<file path="src/rtl/core/mksd_pkg.sv">
package mksd_pkg;

  // Register map: index of each configuration register (byte address is 8 * index).
  localparam logic [2:0] REG_DEBOUNCE_PERIOD  = 3'd0;
  localparam logic [2:0] REG_INTEGRATE_RATIO  = 3'd1;
  localparam logic [2:0] REG_DASH_THRESHOLD   = 3'd2;
  localparam logic [2:0] REG_TRANSITION_TABLE = 3'd3;
  localparam logic [2:0] REG_ACCEPT_STATE     = 3'd4;

  // Reset values of the configuration registers.
  localparam logic [15:0] DEBOUNCE_PERIOD_RST  = 16'd1025;
  localparam logic [7:0]  INTEGRATE_RATIO_RST  = 8'd3;
  localparam logic [31:0] DASH_THRESHOLD_RST   = 32'd9999999;
  localparam logic [47:0] TRANSITION_TABLE_RST = 48'd278690379437121;
  localparam logic [2:0]  ACCEPT_STATE_RST     = 3'd7;

  // Event codes as they appear on the result word.
  localparam logic [1:0] EV_NONE = 2'd0;
  localparam logic [1:0] EV_DOT  = 2'd1;
  localparam logic [1:0] EV_DASH = 2'd2;

  // Classification inputs handed from the timing front end to the pattern machine.
  typedef struct packed {
    logic capture_nonzero;
    logic short_press;
    logic release_full;
    logic long_release_full;
  } class_info_t;

endpackage

</file>
<file path="src/rtl/core/mksd_timing.sv">
module mksd_timing #(
  parameter int TIMER_BITS = 32,
  parameter int LEVEL_BITS = 8
) (
  input  logic                 clk,
  input  logic                 rst,
  input  logic                 step,
  input  logic                 key,
  input  logic                 clear_capture,
  input  logic [15:0]          debounce_period,
  input  logic [7:0]           integrate_ratio,
  input  logic [31:0]          dash_threshold,
  output mksd_pkg::class_info_t info
);

  logic                  last_raw_level;
  logic [TIMER_BITS-1:0] press_timer;
  logic                  timer_running;
  logic [TIMER_BITS-1:0] captured_length;
  logic [15:0]           prescale_count;
  logic [LEVEL_BITS-1:0] release_level;
  logic [LEVEL_BITS-1:0] long_release_level;
  logic [7:0]            ratio_count;

  logic [TIMER_BITS-1:0] timer_inc;
  logic [TIMER_BITS-1:0] press_timer_next;
  logic                  timer_running_next;
  logic [TIMER_BITS-1:0] captured_length_next;
  logic [16:0]           prescale_inc;
  logic                  debounce_tick;
  logic [15:0]           prescale_count_next;
  logic [LEVEL_BITS-1:0] release_level_next;
  logic [8:0]            ratio_inc;
  logic                  ratio_tick;
  logic [7:0]            ratio_count_next;
  logic [LEVEL_BITS-1:0] long_release_level_next;

  // Press timer: saturating count while running, restarted on a press edge
  // and captured on a release edge.
  always_comb begin
    timer_inc = press_timer;
    if (timer_running && (press_timer != '1)) begin
      timer_inc = press_timer + 1'b1;
    end
    press_timer_next     = timer_inc;
    timer_running_next   = timer_running;
    captured_length_next = captured_length;
    if (key && !last_raw_level) begin
      press_timer_next     = '0;
      captured_length_next = '0;
      timer_running_next   = 1'b1;
    end else if (!key && last_raw_level) begin
      captured_length_next = timer_inc;
      timer_running_next   = 1'b0;
      press_timer_next     = '0;
    end
  end

  // Debounce prescaler and the first integrator.
  always_comb begin
    prescale_inc        = {1'b0, prescale_count} + 17'd1;
    debounce_tick       = (prescale_inc >= {1'b0, debounce_period});
    prescale_count_next = debounce_tick ? '0 : prescale_inc[15:0];
    release_level_next  = release_level;
    if (debounce_tick) begin
      if (key) begin
        if (release_level != '0) begin
          release_level_next = release_level - 1'b1;
        end
      end else begin
        if (release_level != '1) begin
          release_level_next = release_level + 1'b1;
        end
      end
    end
  end

  // Second integrator, updated every integrate_ratio debounce ticks.
  always_comb begin
    ratio_inc               = {1'b0, ratio_count} + 9'd1;
    ratio_tick              = (ratio_inc >= {1'b0, integrate_ratio});
    ratio_count_next        = ratio_count;
    long_release_level_next = long_release_level;
    if (debounce_tick) begin
      ratio_count_next = ratio_tick ? '0 : ratio_inc[7:0];
      if (ratio_tick) begin
        if (release_level_next == '1) begin
          if (long_release_level != '1) begin
            long_release_level_next = long_release_level + 1'b1;
          end
        end else if (release_level_next == '0) begin
          long_release_level_next = '0;
        end
      end
    end
  end

  // Classification inputs are taken from the values after this tick's updates.
  always_comb begin
    info.capture_nonzero   = (captured_length_next != '0);
    info.short_press       = (32'(captured_length_next) < dash_threshold);
    info.release_full      = (release_level_next == '1);
    info.long_release_full = (long_release_level_next == '1);
  end

  always_ff @(posedge clk) begin
    if (rst) begin
      last_raw_level     <= 1'b0;
      press_timer        <= '0;
      timer_running      <= 1'b0;
      captured_length    <= '0;
      prescale_count     <= '0;
      release_level      <= '0;
      long_release_level <= '0;
      ratio_count        <= '0;
    end else if (step) begin
      last_raw_level     <= key;
      press_timer        <= press_timer_next;
      timer_running      <= timer_running_next;
      captured_length    <= clear_capture ? '0 : captured_length_next;
      prescale_count     <= prescale_count_next;
      release_level      <= release_level_next;
      long_release_level <= long_release_level_next;
      ratio_count        <= ratio_count_next;
    end
  end

  // A stopped timer always reads zero.
  a_stopped_timer_zero: assert property (@(posedge clk) disable iff (rst)
    !timer_running |-> (press_timer == '0))
    else $error("press timer nonzero while stopped");

  // A pending captured length only exists while no press is being timed.
  a_capture_only_when_idle: assert property (@(posedge clk) disable iff (rst)
    (captured_length != '0) |-> !timer_running)
    else $error("captured length held while the timer runs");

endmodule

</file>
<file path="src/rtl/core/mksd_fsm.sv">
module mksd_fsm (
  input  logic                  clk,
  input  logic                  rst,
  input  logic                  step,
  input  mksd_pkg::class_info_t info,
  input  logic [47:0]           transition_table,
  input  logic [2:0]            accept_state,
  output logic                  clear_capture,
  output logic [2:0]            state_next,
  output logic [1:0]            event_next,
  output logic                  match_next
);

  logic       match_flag;
  logic [2:0] machine_state;
  logic [2:0] table_entry [16];

  // Unpack the transition table into its sixteen next-state entries.
  always_comb begin
    for (int i = 0; i < 16; i++) begin
      table_entry[i] = transition_table[3*i +: 3];
    end
  end

  // Classify the pending press and step the machine unless already matched.
  always_comb begin
    event_next = mksd_pkg::EV_NONE;
    if (!match_flag && info.capture_nonzero) begin
      if (info.release_full && info.short_press) begin
        event_next = mksd_pkg::EV_DOT;
      end else if (info.long_release_full && !info.short_press) begin
        event_next = mksd_pkg::EV_DASH;
      end
    end
    clear_capture = (event_next != mksd_pkg::EV_NONE);
    state_next    = machine_state;
    if (clear_capture) begin
      state_next = table_entry[{machine_state, (event_next == mksd_pkg::EV_DASH)}];
    end
    match_next = match_flag || (state_next == accept_state);
  end

  always_ff @(posedge clk) begin
    if (rst) begin
      machine_state <= '0;
      match_flag    <= 1'b0;
    end else if (step) begin
      machine_state <= state_next;
      match_flag    <= match_next;
    end
  end

  // Once matched the machine is frozen.
  a_frozen_after_match: assert property (@(posedge clk) disable iff (rst)
    match_flag |=> $stable(machine_state))
    else $error("machine state moved after a match");

  // No event is classified once matched.
  a_no_event_after_match: assert property (@(posedge clk) disable iff (rst)
    match_flag |-> (event_next == mksd_pkg::EV_NONE))
    else $error("event classified after a match");

endmodule

</file>
<file path="src/rtl/core/morse_key_sequence_detector.sv">
// Pipeline: an accepted key word is held in the input register, then in the result register
// (one input register, one result register).
// Throughput: one key word per cycle; the result register is backed by the input stage,
// so the block keeps accepting while the result side is ready.
// Reset (rst, synchronous): pipeline empty, timer and integrators cleared, machine in
// state 0 and unmatched, configuration registers back to their default values.
module morse_key_sequence_detector #(
  parameter int TIMER_BITS = 32,
  parameter int LEVEL_BITS = 8
) (
  input  logic        clk,
  input  logic        rst,
  input  logic        psel,
  input  logic        penable,
  input  logic        pwrite,
  input  logic [5:0]  paddr,
  input  logic [63:0] pwdata,
  output logic [63:0] prdata,
  output logic        pready,
  input  logic        key_valid,
  output logic        key_ready,
  input  logic        key_pressed,
  output logic        result_valid,
  input  logic        result_ready,
  output logic [2:0]  sequence_state,
  output logic [1:0]  event_code,
  output logic        matched
);

  logic [15:0] debounce_period;
  logic [7:0]  integrate_ratio;
  logic [31:0] dash_threshold;
  logic [47:0] transition_table;
  logic [2:0]  accept_state;

  logic        s1_valid;
  logic        s1_key;
  logic        advance;
  logic        clear_capture;
  logic [2:0]  state_next;
  logic [1:0]  event_next;
  logic        match_next;
  logic [2:0]  reg_index;
  mksd_pkg::class_info_t info;

  assign pready    = 1'b1;
  assign reg_index = paddr[5:3];

  // Configuration register writes.
  always_ff @(posedge clk) begin
    if (rst) begin
      debounce_period  <= mksd_pkg::DEBOUNCE_PERIOD_RST;
      integrate_ratio  <= mksd_pkg::INTEGRATE_RATIO_RST;
      dash_threshold   <= mksd_pkg::DASH_THRESHOLD_RST;
      transition_table <= mksd_pkg::TRANSITION_TABLE_RST;
      accept_state     <= mksd_pkg::ACCEPT_STATE_RST;
    end else if (psel && penable && pwrite) begin
      unique case (reg_index)
        mksd_pkg::REG_DEBOUNCE_PERIOD:  debounce_period  <= pwdata[15:0];
        mksd_pkg::REG_INTEGRATE_RATIO:  integrate_ratio  <= pwdata[7:0];
        mksd_pkg::REG_DASH_THRESHOLD:   dash_threshold   <= pwdata[31:0];
        mksd_pkg::REG_TRANSITION_TABLE: transition_table <= pwdata[47:0];
        mksd_pkg::REG_ACCEPT_STATE:     accept_state     <= pwdata[2:0];
        default: ;
      endcase
    end
  end

  // Configuration register reads.
  always_comb begin
    unique case (reg_index)
      mksd_pkg::REG_DEBOUNCE_PERIOD:  prdata = 64'(debounce_period);
      mksd_pkg::REG_INTEGRATE_RATIO:  prdata = 64'(integrate_ratio);
      mksd_pkg::REG_DASH_THRESHOLD:   prdata = 64'(dash_threshold);
      mksd_pkg::REG_TRANSITION_TABLE: prdata = 64'(transition_table);
      mksd_pkg::REG_ACCEPT_STATE:     prdata = 64'(accept_state);
      default:                        prdata = '0;
    endcase
  end

  // The input stage moves into the result register whenever that register is free
  // or being emptied in the same cycle.
  assign advance   = s1_valid && (!result_valid || result_ready);
  assign key_ready = !s1_valid || advance;

  always_ff @(posedge clk) begin
    if (rst) begin
      s1_valid <= 1'b0;
    end else if (key_ready) begin
      s1_valid <= key_valid;
    end
  end

  always_ff @(posedge clk) begin
    if (key_valid && key_ready) begin
      s1_key <= key_pressed;
    end
  end

  mksd_timing #(
    .TIMER_BITS (TIMER_BITS),
    .LEVEL_BITS (LEVEL_BITS)
  ) u_timing (
    .clk             (clk),
    .rst             (rst),
    .step            (advance),
    .key             (s1_key),
    .clear_capture   (clear_capture),
    .debounce_period (debounce_period),
    .integrate_ratio (integrate_ratio),
    .dash_threshold  (dash_threshold),
    .info            (info)
  );

  mksd_fsm u_fsm (
    .clk              (clk),
    .rst              (rst),
    .step             (advance),
    .info             (info),
    .transition_table (transition_table),
    .accept_state     (accept_state),
    .clear_capture    (clear_capture),
    .state_next       (state_next),
    .event_next       (event_next),
    .match_next       (match_next)
  );

  // Result register.
  always_ff @(posedge clk) begin
    if (rst) begin
      result_valid <= 1'b0;
    end else if (advance) begin
      result_valid <= 1'b1;
    end else if (result_ready) begin
      result_valid <= 1'b0;
    end
  end

  always_ff @(posedge clk) begin
    if (advance) begin
      sequence_state <= state_next;
      event_code     <= event_next;
      matched        <= match_next;
    end
  end

  // An accepted word always occupies the input stage on the next cycle.
  a_accept_fills_stage: assert property (@(posedge clk) disable iff (rst)
    (key_valid && key_ready) |=> s1_valid)
    else $error("accepted key word lost from the input stage");

  // Every word leaving the input stage lands in the result register.
  a_advance_fills_result: assert property (@(posedge clk) disable iff (rst)
    advance |=> result_valid)
    else $error("result word lost between stages");

  // A held result is never overwritten.
  a_no_overwrite: assert property (@(posedge clk) disable iff (rst)
    (result_valid && !result_ready) |-> !advance)
    else $error("result register overwritten while stalled");

endmodule

</file>
<file path="config.mk">
export PLATFORM = sky130hd
export DESIGN_NAME = morse_key_sequence_detector
export DESIGN_NICKNAME = d
export VERILOG_FILES = /design/src/rtl/core/mksd_pkg.sv /design/src/rtl/core/mksd_timing.sv /design/src/rtl/core/mksd_fsm.sv /design/src/rtl/core/morse_key_sequence_detector.sv
export SDC_FILE = /design/constraint.sdc
export NUM_CORES = 1
export LEC_CHECK = 0
export ABC_CLOCK_PERIOD_IN_PS = 6400
export BUFFER_PORTS_ARGS = -buffer_cell sky130_fd_sc_hd__buf_2
export CORE_UTILIZATION = 55
export DETAILED_ROUTE_END_ITERATION = 16
export GPL_ROUTABILITY_DRIVEN = 0
export GPL_TIMING_DRIVEN = 1
export PLACE_DENSITY = 0.75
export SYNTH_ARGS = -nofsm -noshare
export SYNTH_HDL_FRONTEND = slang
export SYNTH_SLANG_ARGS = --single-unit
</file>
<file path="constraint.sdc">
create_clock -name clk -period 6.4 [get_ports clk]
set_clock_uncertainty 0.05 [all_clocks]
set_input_delay 0.96 -clock clk [delete_from_list [all_inputs] [get_ports clk]]
set_output_delay 0.96 -clock clk [all_outputs]
set_load 0.005 [all_outputs]
</file>
After elaboration in Yosys (flattened, before gate mapping) --
Index checks and enable logic that the tools add are counted.
Word-level totals: memories 0, bits in latches 0, register bits 226, RAM bits 0, ROM bits 0, logic and storage cells 105
Cells by class: div/mod/pow operators 0, bitwise logic cells 1, $lt $le $gt $ge 4, $mul 0, add/sub/neg operators 6, shift operators 0, reductions and logical operators 33, mux-type cells 29, equality and inequality tests 11
Operators with widths (count):
- 48-bit case mux with 5 select lines | 1
- 32-bit two-way mux | 6
- 8-bit two-way mux | 10
- 32-bit by 1-bit adder with 32-bit output, second input constant | 1
- 32-bit less-than comparator | 1
- 32-bit inequality test, second input constant | 1
- 32-bit nonzero test | 1
- 16-bit by 1-bit adder with 17-bit output, second input constant | 1
- 17-bit by 16-bit greater-or-equal comparator with 1-bit output | 1
- 8-bit by 1-bit adder with 8-bit output, second input constant | 2
- 8-bit == test, second input constant | 2
- 16-bit two-way mux | 1
- 8-bit inequality test, second input constant | 2
- 2-bit AND reduction | 7
- 3-bit binary-select mux with 4-bit select | 1
- 1-bit logical AND | 10
- 8-bit by 1-bit adder with 9-bit output, second input constant | 1
- 9-bit by 8-bit greater-or-equal comparator with 1-bit output | 1
- 3-bit two-way mux | 3
- 8-bit zero test | 1
- 8-bit nonzero test | 1
- 8-bit by 1-bit subtractor with 8-bit output, second input constant | 1
- 3-bit by 2-bit == test with 1-bit output, second input constant | 2
- 1-bit zero test | 6
- other kinds (11) | 20

Depth between registers and ports, before layout --
Gate-level depths: netlist of run 1.
depth in word-level cells 22, depth in mapped cells 25, gate-level depth less buffers 24

By module --
Synthesis of run 1 repeated with hierarchy kept, for this count alone.
Second synthesis, totals: cell total of the unflattened synthesis 1755, area total of the unflattened synthesis 14630.3 µm²
Modules (own cells, without submodules):
- mksd_timing | cells an instance 1124, instances 1, sequential area each 2122.0 µm², area an instance 8411.8 µm²
- morse_key_sequence_detector | cells an instance 560, instances 1, sequential area each 2392.3 µm², area an instance 5509.0 µm²
- mksd_fsm | cells an instance 71, instances 1, sequential area each 80.1 µm², area an instance 709.4 µm²

Worst setup path after synthesis of run 1 --
OpenSTA, ideal clock, no wires.
path type reg-to-reg, from reg s1_key, to reg matched, data pin, stages on the path, launching flop included 24, arrival 5555 ps, required time 6086 ps, library setup time 264 ps, setup slack 531 ps, period minus slack after synthesis 5869 ps, path buffers 5, cell sequence edfxtp_1 > clkbuf_1 > inv_1 > ha_1 > clkbuf_1 > buf_1 > clkbuf_1 > clkbuf_1 > nor2_1 > a211oi_1 > ha_1 > a2111oi_0 > o21ai_0 > a221oi_1 > nand2_1 > o31a_1 > nor3_1 > and4b_1 > o21ai_0 > nor2_1 > o211a_1 > o31ai_2 > xor2_1 > o31ai_1
On the way: word-level cells in the longest chain between the ends 20, elaborated cells between the ends (all ways) 32
RTL lines:
- start, declared | RTL line morse_key_sequence_detector.sv:37 | logic s1_key;
- start signal, assigned | RTL line morse_key_sequence_detector.sv:96 | s1_key <= key_pressed;
- parallel branches: the longest is 11 deep, another holds 32-bit less-than comparator
- 2-bit two-way mux (*) | RTL line mksd_fsm.sv:28 | if (!match_flag && info.capture_nonzero) begin
- 2-bit == test | RTL line mksd_fsm.sv:38 | state_next = table_entry[{machine_state, (event_next == mksd_pkg::EV_DASH)}];
- 4-bit inverter with 5-bit output | RTL line mksd_fsm.sv:38
- 3-bit binary-select mux with 4-bit select | RTL line mksd_fsm.sv:38
- 3-bit two-way mux (implied by the code) (2 in a row) | RTL line mksd_fsm.sv:38
- 3-bit two-way mux (*) | RTL line mksd_fsm.sv:37 | if (clear_capture) begin
- named net state_next[0] | RTL line morse_key_sequence_detector.sv:40 | logic [2:0] state_next;
- 3-bit == test (*) | RTL line mksd_fsm.sv:40 | match_next = match_flag || (state_next == accept_state);
- 1-bit logical OR (*) | RTL line mksd_fsm.sv:40
- named net match_next | RTL line morse_key_sequence_detector.sv:42 | logic match_next;
- end signal, assigned | RTL line morse_key_sequence_detector.sv:143 | matched <= match_next;
- end, declared | RTL line morse_key_sequence_detector.sv:27 | output logic matched
Mark *: on every way through the listed nets, which the timed path passes. The select of a mux whose other input is x is not followed. A chain may end at the register's enable or synchronous reset.

Worst setup path after layout of run 1 --
from reg u_timing.press_timer[7], to reg u_fsm.match_flag
On the way: word-level cells in the longest chain between the ends 19, elaborated cells between the ends (all ways) 24
RTL lines:
- start, declared | RTL line mksd_timing.sv:17 | logic [TIMER_BITS-1:0] press_timer;
- start signal, assigned | RTL line mksd_timing.sv:118 | press_timer <= press_timer_next;
- parallel branches: the longest is 2 deep, another holds 32-bit by 1-bit adder with 32-bit output
- 32-bit two-way mux (*) | RTL line mksd_timing.sv:42 | if (timer_running && (press_timer != '1)) begin
- 32-bit two-way mux (*) | RTL line mksd_timing.sv:52 | end else if (!key && last_raw_level) begin
- 32-bit two-way mux (*) | RTL line mksd_timing.sv:48 | if (key && !last_raw_level) begin
- 32-bit less-than comparator | RTL line mksd_timing.sv:101 | info.short_press = (32'(captured_length_next) < dash_threshold);
- 1-bit zero test | RTL line mksd_fsm.sv:31 | end else if (info.long_release_full && !info.short_press) begin
- 1-bit logical AND | RTL line mksd_fsm.sv:31
- 2-bit two-way mux | RTL line mksd_fsm.sv:31
- [... 2 more ...]
- 2-bit == test | RTL line mksd_fsm.sv:38
- 4-bit inverter with 5-bit output | RTL line mksd_fsm.sv:38
- 3-bit binary-select mux with 4-bit select | RTL line mksd_fsm.sv:38
- 3-bit two-way mux (implied by the code) (2 in a row) | RTL line mksd_fsm.sv:38
- 3-bit two-way mux (*) | RTL line mksd_fsm.sv:37
- named net state_next[1] | RTL line morse_key_sequence_detector.sv:40
- 3-bit == test (*) | RTL line mksd_fsm.sv:40
- 1-bit logical OR (*) | RTL line mksd_fsm.sv:40
- end signal, assigned | RTL line mksd_fsm.sv:49 | match_flag <= match_next;
- end, declared | RTL line mksd_fsm.sv:14 | logic match_flag;
Marked as above.

==> impl_results.md, run 1 <==
- Run status: finished, final reports clean
- Worst-path clk slew: 60 ps
- Max H-tree Level: 1
- CTS Buf Count: 27
- Post-synth EDFFs: 7
- Post-synthesis async set-or-reset flop share: 0
- Hold Path End: u_timing.captured_length[4]
- Fmax: 0.163 GHz
- WHS Path Cells: 2
- Total Nets Final: 2,123
- Die X: 162 µm
- Worst setup SP type: flip-flop
- DR DRC count: 0
- Gr ovfl total: 0
- Initial antenna violation count: 0
- Mapped Cells: between 1,500 and 2,000
- RSZ-0062 raised after global routing: false
- Starting density of the core: 0.562
- TritonCTS Sinks: 226
- Slowest cell on the critical path: or3_1
- Full die area: 26,400 µm²
- CP bufs+invs: 1
- Via Count: 14,300
- Die Span Y: ~160 µm
- Setup CP Type: reg2reg
- Ratio of cells with drive above 1 in the final layout: 0.140
- Max Cap Violations: 0
- Slew Limit Headroom: 0.335
- Placed wire-length estimate: 29,500 µm
- Rows: 58
- Critical Path RT: just under 7000 ps
- Initial DRC Count: 1,582
- Clock Tree Root: clkbuf_16
- Critical path peak fanout: 6
- Maximum VDD drop: 0.216 mV
- Antenna diodes: 0
- # setup viols final: 0
- Hold_ws: 402 ps
- Power per cell area: 204 nW/µm²
- Routed wire length: around 42,000 µm
- Hold Path Origin: u_timing.captured_length[4]
- Post-layout instance count excluding filler cells: 2,331
- Sequential share of the synthesized area: 0.325
- Synth Area per Inst: approximately 7.4 µm²
- Area grow syn2layout: 13.6%
- Yosys warnings: 0
- CP endpoint kind: flip-flop
- TNS Setup: 0 ps
- R2r setup slk: 270 ps
- Total track usage: 0.313
- Max clock buf depth: 3
- Worst Tran Pin Value: 995 ps
- Leakage power: 6.26 nW
- Final worst-path cycle share: 0.957
- Reg2Reg Depth: 22
- Boundary Pins: about 150
- Fin crit period: 6130 ps
- Seq cells post-synth: 226
- Slowest cell delay on critical path: 490 ps
- Worst Path Arrival: ~6500 ps
- Number of vias per cell: 6.13
- TritonCTS clock tree: built
- Vias in the first global route: ~13,000
- Largest net degree at the start of global routing: 121
- First-pass GRT wire length: between 60,000 and 70,000 µm
- Drt pass-1 iters: 10
- Predominant post-synthesis flop cell: dfxtp_1
- Placed cell count: 2,279
- Average wire per standard cell: 18.2 µm
- Crit Reg-Reg Startpoint: u_timing.press_timer[7]
- Critical path, cell by cell: nand4_1 -> or3_1 -> a311oi_4 -> and4_1 -> xnor2_1 -> a211oi_1 -> ha_1 -> a2111oi_0 -> o21ai_0 -> a221oi_2 -> o31a_1 -> nor3_1 -> o31a_1 -> nor3_2 -> and4b_1 -> buf_4 -> and4_1 -> or4_1 -> o22ai_1 -> nor3_2 -> xor2_1 -> o41ai_2
- Post-Syn Area: ~14,000 µm²
- Port Buf Inserts: 114
- Number of filler instances in the final layout: between 2,000 and 2,500
- Post-synth cell types: 85
- Final slew viol count: 0
- Detail Route Antenna Nets: 0
- Cell family with most CP delay: compound AO/OA/AOI/OAI gates
- Worst hold path class: reg2reg
- Clock Latency Late Sink: ~540 ps
- Core Area: about 25,000 µm²
- Fin. Hold Viols: 0
- Reg-to-reg endpoint: u_fsm.match_flag
[worst reg2reg max path, cell delays in order (launching register included)]
cell,delay (ps)
dfxtp_1,450
nand4_1,160
or3_1,490
a311oi_4,380
and4_1,300
xnor2_1,120
a211oi_1,350
ha_1,310
a2111oi_0,450
o21ai_0,190
a221oi_2,320
o31a_1,200
nor3_1,60
o31a_1,110
nor3_2,170
and4b_1,270
buf_4,170
and4_1,180
or4_1,440
o22ai_1,220
nor3_2,110
xor2_1,180
o41ai_2,350
[final cells by class]
| cell class | instances | area (µm²) | share of cell area |
|---|---|---|---|
| multi-input cells | 1469 | 8800 | 0.548 |
| flip-flops and latches | 226 | 4600 | 0.286 |
| repair buffers | 178 | 1060 | 0.0658 |
| clock buffers | 35 | 766 | 0.0476 |
| well taps | 330 | 413 | 0.0257 |
| inverters | 79 | 297 | 0.0184 |
| clock inverters | 14 | 145 | 0.00903 |
[synthesized netlist by cell type, types with 18 or more instances]
| cell | n | area, µm² |
|---|---|---|
| a211o_1 | 25 | 219 |
| a211oi_1 | 31 | 233 |
| a21oi_1 | 190 | 951 |
| a22oi_1 | 20 | 150 |
| and2_1 | 20 | 125 |
| buf_4 | 18 | 135 |
| clkbuf_1 | 105 | 394 |
| dfxtp_1 | 219 | 4380 |
| ha_1 | 64 | 801 |
| inv_1 | 76 | 285 |
| mux2i_1 | 24 | 240 |
| nand2_1 | 314 | 1180 |
| nand3_1 | 81 | 405 |
| nand3b_1 | 30 | 225 |
| nand4_1 | 27 | 169 |
| nor2_1 | 216 | 811 |
| nor3_1 | 44 | 220 |
| nor4_1 | 22 | 138 |
| o21ai_0 | 74 | 370 |
| xnor2_1 | 30 | 263 |
| xor2_1 | 23 | 201 |
[stage by stage]
stage	instance area (µm²)	utilization	power, mW	worst slack (ps)
2_1_floorplan	14200	-	1.64	531
3_3_place_gp	15000	0.597	1.72	230
3_5_place_dp	15000	0.597	1.73	157
4_1_cts	15900	0.633	3.29	80.9
5_1_grt	16100	0.638	3.37	5.85
6_report	16100	0.638	3.28	273
[metal layers]
layer / vias to the layer above / wire [µm] / GRT usage
met5: - / 0 / 0
met4: 0 / 1210 / 0.0973
met3: 92 / 3590 / 0.0402
met2: 637 / 19900 / 0.512
met1: 6723 / 17600 / 0.427
li1: 6848 / - / -
[registers in the layout, indices dropped and copies added, names as in the netlist, 8 cells and up]
register,flops
u_timing.release_level,8
u_timing.press_timer,32
transition_table,48
integrate_ratio,8
u_timing.captured_length,32
u_timing.ratio_count,8
dash_threshold,32
u_timing.prescale_count,16
u_timing.long_release_level,8
debounce_period,16
[layout by cell type (no fill, tap or decap), types with 27 or more instances in the layout]
cell	instances
dfxtp_1	217
xnor2_1	28
nand3b_1	30
a211oi_1	30
nand3_1	80
a21oi_1	189
clkbuf_16	27
nor3_1	40
buf_4	64
nand2_1	313
o21ai_0	73
nor2_1	215
nand4_1	27
buf_2	113
ha_1	63
inv_1	75
[cell families after synthesis]
logic type,after synthesis,synth area share
fa+ha+maj,64,0.0566
compound gates,460,0.211
simple gates,841,0.276
xor+xnor,53,0.0328
flops,226,0.325
buf+inv,230,0.0676
other cells,2,0.000531
mux,34,0.0308
[power breakdown]
group	total (mW)	internal, mW	leakage, nW	switching, mW
Combinational	0.265	0.0882	4.00	0.177
Clock	1.58	0.926	0.428	0.649
Sequential	1.44	1.43	1.84	0.0134
Total	3.28	2.44	6.26	0.839
[worst max-delay path by stage]
stage                                  startpoint               end  depth (start not counted)
after floorplan                            s1_key           matched                         23
after global placement    u_timing.press_timer[0]           matched                         21
after detailed placement  u_timing.press_timer[0]  u_fsm.match_flag                         21
after CTS                 u_timing.press_timer[0]  u_fsm.match_flag                         21
after global routing      u_timing.press_timer[7]  u_fsm.match_flag                         21
final                     u_timing.press_timer[7]  u_fsm.match_flag                         22
[what timing repair did]
action	CTS	global route
hold buffers	0	0
setup buffers	0	3
endpoints found under the setup margin	0	8
gates resized for setup	0	22
Note: power is estimated with default switching activity, not from simulation.
==> inputs of run 2 (changes only) <==
Settings changed: ABC_CLOCK_PERIOD_IN_PS 6400 to 7100.
Clock period 6.4 ns to 7.1 ns, I/O delays scaled along.
==> impl_results.md, run 2 (synthesis results as in run 1) <==
- Run status: finished, final reports clean
- Fmax: 0.150 GHz (-8.2%)
- Critical path peak fanout: 12 (+6)
- Final slew viol count: 0 (unchanged)
- Worst Tran Pin Value: 1260 ps (+269 ps)
- Worst hold path class: reg2reg
- Total Nets Final: 2,095 (-1.3%)
- Gr ovfl total: 0 (unchanged)
- Worst setup path start: u_timing.prescale_count[2]
- Largest net degree at the start of global routing: 126 (+4.1%)
- DR DRC count: 0 (unchanged)
- Antenna diodes: 0 (unchanged)
- Max clock buf depth: 3 (unchanged)
- Fin crit period: 6670 ps (+545 ps)
- Drt pass-1 iters: 9 (-1)
- Total power: 2.90 mW (-12%)
- Final worst-path cycle share: 0.940 (-0.0176)
- Vias in the first global route: 12,900 (-1.2%)
- Most frequent cells in the layout: nand2_1 (314), dfxtp_1 (219), nor2_1 (214)
- Core Area: 25,200 µm² (unchanged)
- RSZ-0062 raised after global routing: false
- Worst Path Arrival: 6890 ps (+360 ps)
- Hold Path Origin: u_timing.captured_length[29]
- CTS Buf Count: 26 (-3.7%)
- Average wire per standard cell: 18.3 µm (+0.51%)
- CP endpoint kind: flip-flop
- Max reg flops: 48 (unchanged)
- Largest Register: transition_table
- Most common cell after layout, fill and taps aside: nand2_1
- Placed wire-length estimate: 29,400 µm (-0.61%)
- Worst setup SP type: flip-flop
- Max Cap Violations: 0 (unchanged)
- Starting density of the core: 0.562 (unchanged)
- Leakage power: 6.11 nW (-2.4%)
- Clock Tree Root: clkbuf_16
- Max H-tree Level: 1 (unchanged)
- # setup viols final: 0 (unchanged)
- Port Buf Inserts: 114 (unchanged)
- Boundary Pins: 151 (unchanged)
- Worst-path clk slew: 60 ps (about the same)
- Slew Limit Headroom: 0.154 (-0.181)
- Critical Path RT: 7320 ps (+520 ps)
- Die X: 162 µm (unchanged)
- Ratio of cells with drive above 1 in the final layout: 0.119 (-0.0217)
- Maximum VDD drop: 0.169 mV (-22%)
- TritonCTS clock tree: built
- First-pass GRT wire length: 66,800 µm (-0.30%)
- Setup CP Type: reg2reg
- TNS Setup: 0 ps (unchanged)
- Initial DRC Count: 1,554 (-1.8%)
- Power per cell area: 184 nW/µm² (-9.6%)
- Total track usage: 0.312 (-0.000399)
- Hold-fix buffers at CTS: 0 (unchanged)
- Rows: 58 (unchanged)
- Crit Reg-Reg Startpoint: u_timing.prescale_count[2]
- Via Count: 14,100 (-1.1%)
- Number of vias per cell: 6.15 (+0.18%)
- Die Span Y: 162 µm (unchanged)
- Routed wire length: 42,000 µm (-0.78%)
- TritonCTS Sinks: 226 (unchanged)
- Detail Route Antenna Nets: 0 (unchanged)
- Clock Latency Late Sink: 540 ps (about the same)
- Fin. Hold Viols: 0 (unchanged)
- Layout Utilization: 0.624 (-0.0141)
- Initial antenna violation count: 0 (unchanged)
- Area grow syn2layout: 11.1%
- Full die area: 26,400 µm² (unchanged)
==> run 2: cell count changes in the layout (fill, tap and decap cells not counted), moves of 3 or more <==
| cell | previous run | this run |
|---|---|---|
| clkinvlp_4 | 7 | 1 |
| nor4_2 | 4 | 1 |
| nor3_2 | 5 | 2 |
| clkinv_2 | 3 | 6 |
| buf_4 | 64 | 37 |
| nor4_1 | 18 | 21 |
| nor3_1 | 40 | 43 |
==> run 2: through the flow <==
| step | cells | setup WS (ps) | hold WS [ps] | cell area, µm² |
|---|---|---|---|---|
| after detailed placement | 2254 | 536 | 394 | 14800 |
| after CTS | 2300 | 470 | 402 | 15700 |
| final | 2301 | 428 | 402 | 15700 |
| after floorplan | 1925 | 1230 | 381 | 14200 |
| after global placement | 2254 | 674 | 389 | 14800 |
| after global routing | 2301 | 12.4 | 415 | 15700 |
==> run 2: what timing repair did <==
action	4_1_cts	5_1_grt
resized for setup	0	4
endpoints found under the setup margin	0	5
buffers inserted	0	1
==> run 2: final timing paths <==
check | endpoint | slack, ps | cells past startpoint
hold / removal | u_timing.captured_length[29] | 400 | 2
hold reg to reg | u_timing.captured_length[29] | 400 | 2
setup / recovery | matched | 430 | 25
setup reg to reg | matched | 430 | 25
==> run 2: cell type report <==
| cell class | count | area [µm²] |
|---|---|---|
| well taps | 330 | 413 |
| flip-flops and latches | 226 | 4590 |
| inverters | 79 | 297 |
| multi-input cells | 1469 | 8700 |
| clock buffers | 36 | 759 |
| fillers | 2272 | 9460 |
| clock inverters | 10 | 106 |
| repair buffers | 151 | 855 |
==> run 2: worst max-delay path, stage by stage (launching register included) <==
cell	delay [ps]
dfxtp_1	400
and3_1	260
and3_1	250
nand3_1	230
nor2_2	270
and3_1	210
nand3_1	100
xnor2_1	170
ha_1	310
nand3_1	150
nor3_1	330
a32oi_1	280
a21oi_1	200
buf_4	190
a31oi_1	90
or3_1	390
nor4_1	470
buf_4	230
and4b_1	420
buf_4	220
nand3_1	90
nand4_1	130
nand4_1	170
a22oi_1	430
xor2_1	270
o31ai_1	100
==> run 2: power breakdown <==
group | total (mW) | switching [mW] | internal, mW
sequential | 1.30 | 0.0119 | 1.29
clock | 1.36 | 0.549 | 0.816
combinational | 0.237 | 0.159 | 0.0780
==> run 2: routing by layer <==
layer  global-route usage  wire length (µm)  vias up
li1                     -                 -     6800
met1                0.423             18200     6624
met2                0.500             19300      597
met3               0.0461              3080      120
met4                0.120              1490        0
met5                    0                 0        -
==> inputs of run 3 (changes only) <==
Settings changed: CELL_PAD_IN_SITES_DETAIL_PLACEMENT from default to 1, CELL_PAD_IN_SITES_GLOBAL_PLACEMENT from default to 1, CORE_UTILIZATION 55 to 47, PLACE_DENSITY 0.75 to default, PLACE_DENSITY_LB_ADDON from default to 0.1.
==> impl_results.md, run 3 (synthesis results as in run 1) <==
- Run status: finished, final reports clean
- Final slew viol count: 0 (unchanged)
- Fin. Hold Viols: 0 (unchanged)
- Leakage power: 6.18 nW (+1.2%)
- Max clock buf depth: 3 (unchanged)
- Antenna diodes: 0 (unchanged)
- Max reg flops: 48 (unchanged)
- Critical Path RT: 7400 ps (+80 ps)
- Setup CP Type: reg2reg
- Port Buf Inserts: 114 (unchanged)
- Maximum VDD drop: 0.174 mV (+2.6%)
- Routed wire length: 49,000 µm (+17%)
- Total track usage: 0.314 (+0.00117)
- R2r setup slk: 460 ps (+30 ps)
- Total Nets Final: 2,101 (+0.29%)
- Most frequent cells in the layout: nand2_1 (314), dfxtp_1 (218), nor2_1 (213)
- Max H-tree Level: 1 (unchanged)
- Hold-fix buffers at CTS: 0 (unchanged)
- DR DRC count: 0 (unchanged)
- Sequential Area: 4600 µm² (about the same)
- Slew Limit Headroom: 0.194 (+0.0402)
- Die Span Y: 176 µm (+8.1%)
- Initial antenna violation count: 0 (unchanged)
- Number of vias per cell: 6.08 (-1.1%)
- Vias in the first global route: 14,300 (+10%)
- Setup ws final: 457 ps (+29.3 ps)
- Fin crit period: 6640 ps (-29.3 ps)
- Rows: 63 (+8.6%)
- Capture point of the worst path: matched
- Worst-path clk slew: 60 ps (about the same)
- Boundary Pins: 151 (unchanged)
- Area grow syn2layout: 12.6%
- Placed wire-length estimate: 34,500 µm (+17%)
- Hold_ws: 407 ps (+5.19 ps)
- Core Area: 29,600 µm² (+18%)
- First-pass GRT wire length: 77,700 µm (+16%)
- CTS Buf Count: 27 (+3.8%)
- Average wire per standard cell: 20.7 µm (+13%)
- Worst Path Arrival: 6940 ps (+50 ps)
- Worst Tran Pin Value: 1210 ps (-56.1 ps)
- Fmax: 0.151 GHz (+0.44%)
- Max Cap Violations: 0 (unchanged)
- Initial DRC Count: 980 (-37%)
- Worst setup SP type: flip-flop
- Area of the multi-input gates: 8710 µm² (+0.10%)
- Worst hold path class: reg2reg
- Reg2Reg Depth: 23 (-8.0%)
- TritonCTS clock tree: built
- Crit Reg-Reg Startpoint: u_timing.press_timer[0]
- Detail Route Antenna Nets: 0 (unchanged)
- TritonCTS Sinks: 226 (unchanged)
- DP Worst Slack: 259 ps (-276 ps)
- Largest Register: transition_table
- Reg-to-reg endpoint: matched
- Starting density of the core: 0.478 (-0.0845)
- Largest net degree at the start of global routing: 101 (-20%)
- Drt pass-1 iters: 5 (-4)
- Clock Tree Root: clkbuf_16
- Power per cell area: 191 nW/µm² (+3.7%)
- Clock Latency Late Sink: 540 ps (about the same)
- Final worst-path cycle share: 0.936 (-0.00413)
- Number of filler instances in the final layout: 3,762 (+66%)
- RSZ-0062 raised after global routing: false
- CP endpoint kind: flip-flop
- Via Count: 14,400 (+1.8%)
- Most common cell after layout, fill and taps aside: nand2_1
- Full die area: 30,800 µm² (+17%)
- Worst setup path start: u_timing.press_timer[0]
- Die X: 176 µm (+8.1%)
- Gr ovfl total: 0 (unchanged)
- Critical path peak fanout: 9 (-3)
- Ratio of cells with drive above 1 in the final layout: 0.126 (+0.00710)
- # setup viols final: 0 (unchanged)
- TNS Setup: 0 ps (unchanged)
==> run 3: critical path: stages (launching register included) <==
cell and delay [ps]:
dfxtp_1 500, ha_1 310, nand4_1 130, buf_4 190, buf_4 140, or3_1 460, or4b_1 620, xor2_1 200
a211oi_1 460, ha_1 320, nand2_1 100, a21oi_1 50, a221oi_1 350, nand2_1 90, o31a_1 300, nor3_2 190
and4b_2 350, buf_4 190, and4_1 180, or4_1 450, o22ai_1 210, nor3_2 110, xor2_1 180, o31ai_1 300
==> run 3: worst min path at each step <==
stage / from / endpoint / slack (ps) / cells past startpoint
after global placement: u_timing.captured_length[20] / u_timing.captured_length[20] / 390 / 2
after CTS: u_timing.captured_length[4] / u_timing.captured_length[4] / 410 / 2
final: u_timing.captured_length[4] / u_timing.captured_length[4] / 410 / 2
after floorplan: u_timing.captured_length[18] / u_timing.captured_length[18] / 380 / 2
after global routing: u_timing.captured_length[18] / u_timing.captured_length[18] / 420 / 2
after detailed placement: u_timing.captured_length[4] / u_timing.captured_length[4] / 400 / 2
==> run 3: metal layers <==
layer	vias to the layer above	routed length, µm	global-route usage
met4	0	1080	0.0761
met1	7174	22200	0.424
met3	70	2140	0.0294
met2	344	23600	0.536
met5	-	0	0
li1	6810	-	-
==> run 3: timing repair <==
action / 4_1_cts / 5_1_grt
gates resized for setup: 0 / 9
setup buffers: 0 / 3
setup endpoints to repair: 0 / 6
==> run 3: report_power, final <==
part / total [mW] / internal, mW / switching (mW)
logic: 0.248 / 0.0791 / 0.169
clock network: 1.50 / 0.923 / 0.580
registers: 1.30 / 1.29 / 0.0119
==> run 3: area by class of cell <==
type | count | share of cell area
clock buffer | 36 | 0.0496
clock inverter | 13 | 0.0105
inverter | 79 | 0.0186
multi-input combinational | 1469 | 0.546
sequential | 226 | 0.288
tap | 390 | 0.0306
timing repair buffer | 156 | 0.0560
==> run 3: metrics by stage <==
stage	cell area, µm²	power (mW)	cells	utilization
2_1_floorplan	14200	1.48	1925	-
3_3_place_gp	14900	1.56	2317	0.504
3_5_place_dp	14900	1.57	2317	0.504
4_1_cts	15900	3.07	2366	0.536
5_1_grt	15900	3.15	2369	0.538
6_report	15900	3.05	2369	0.538
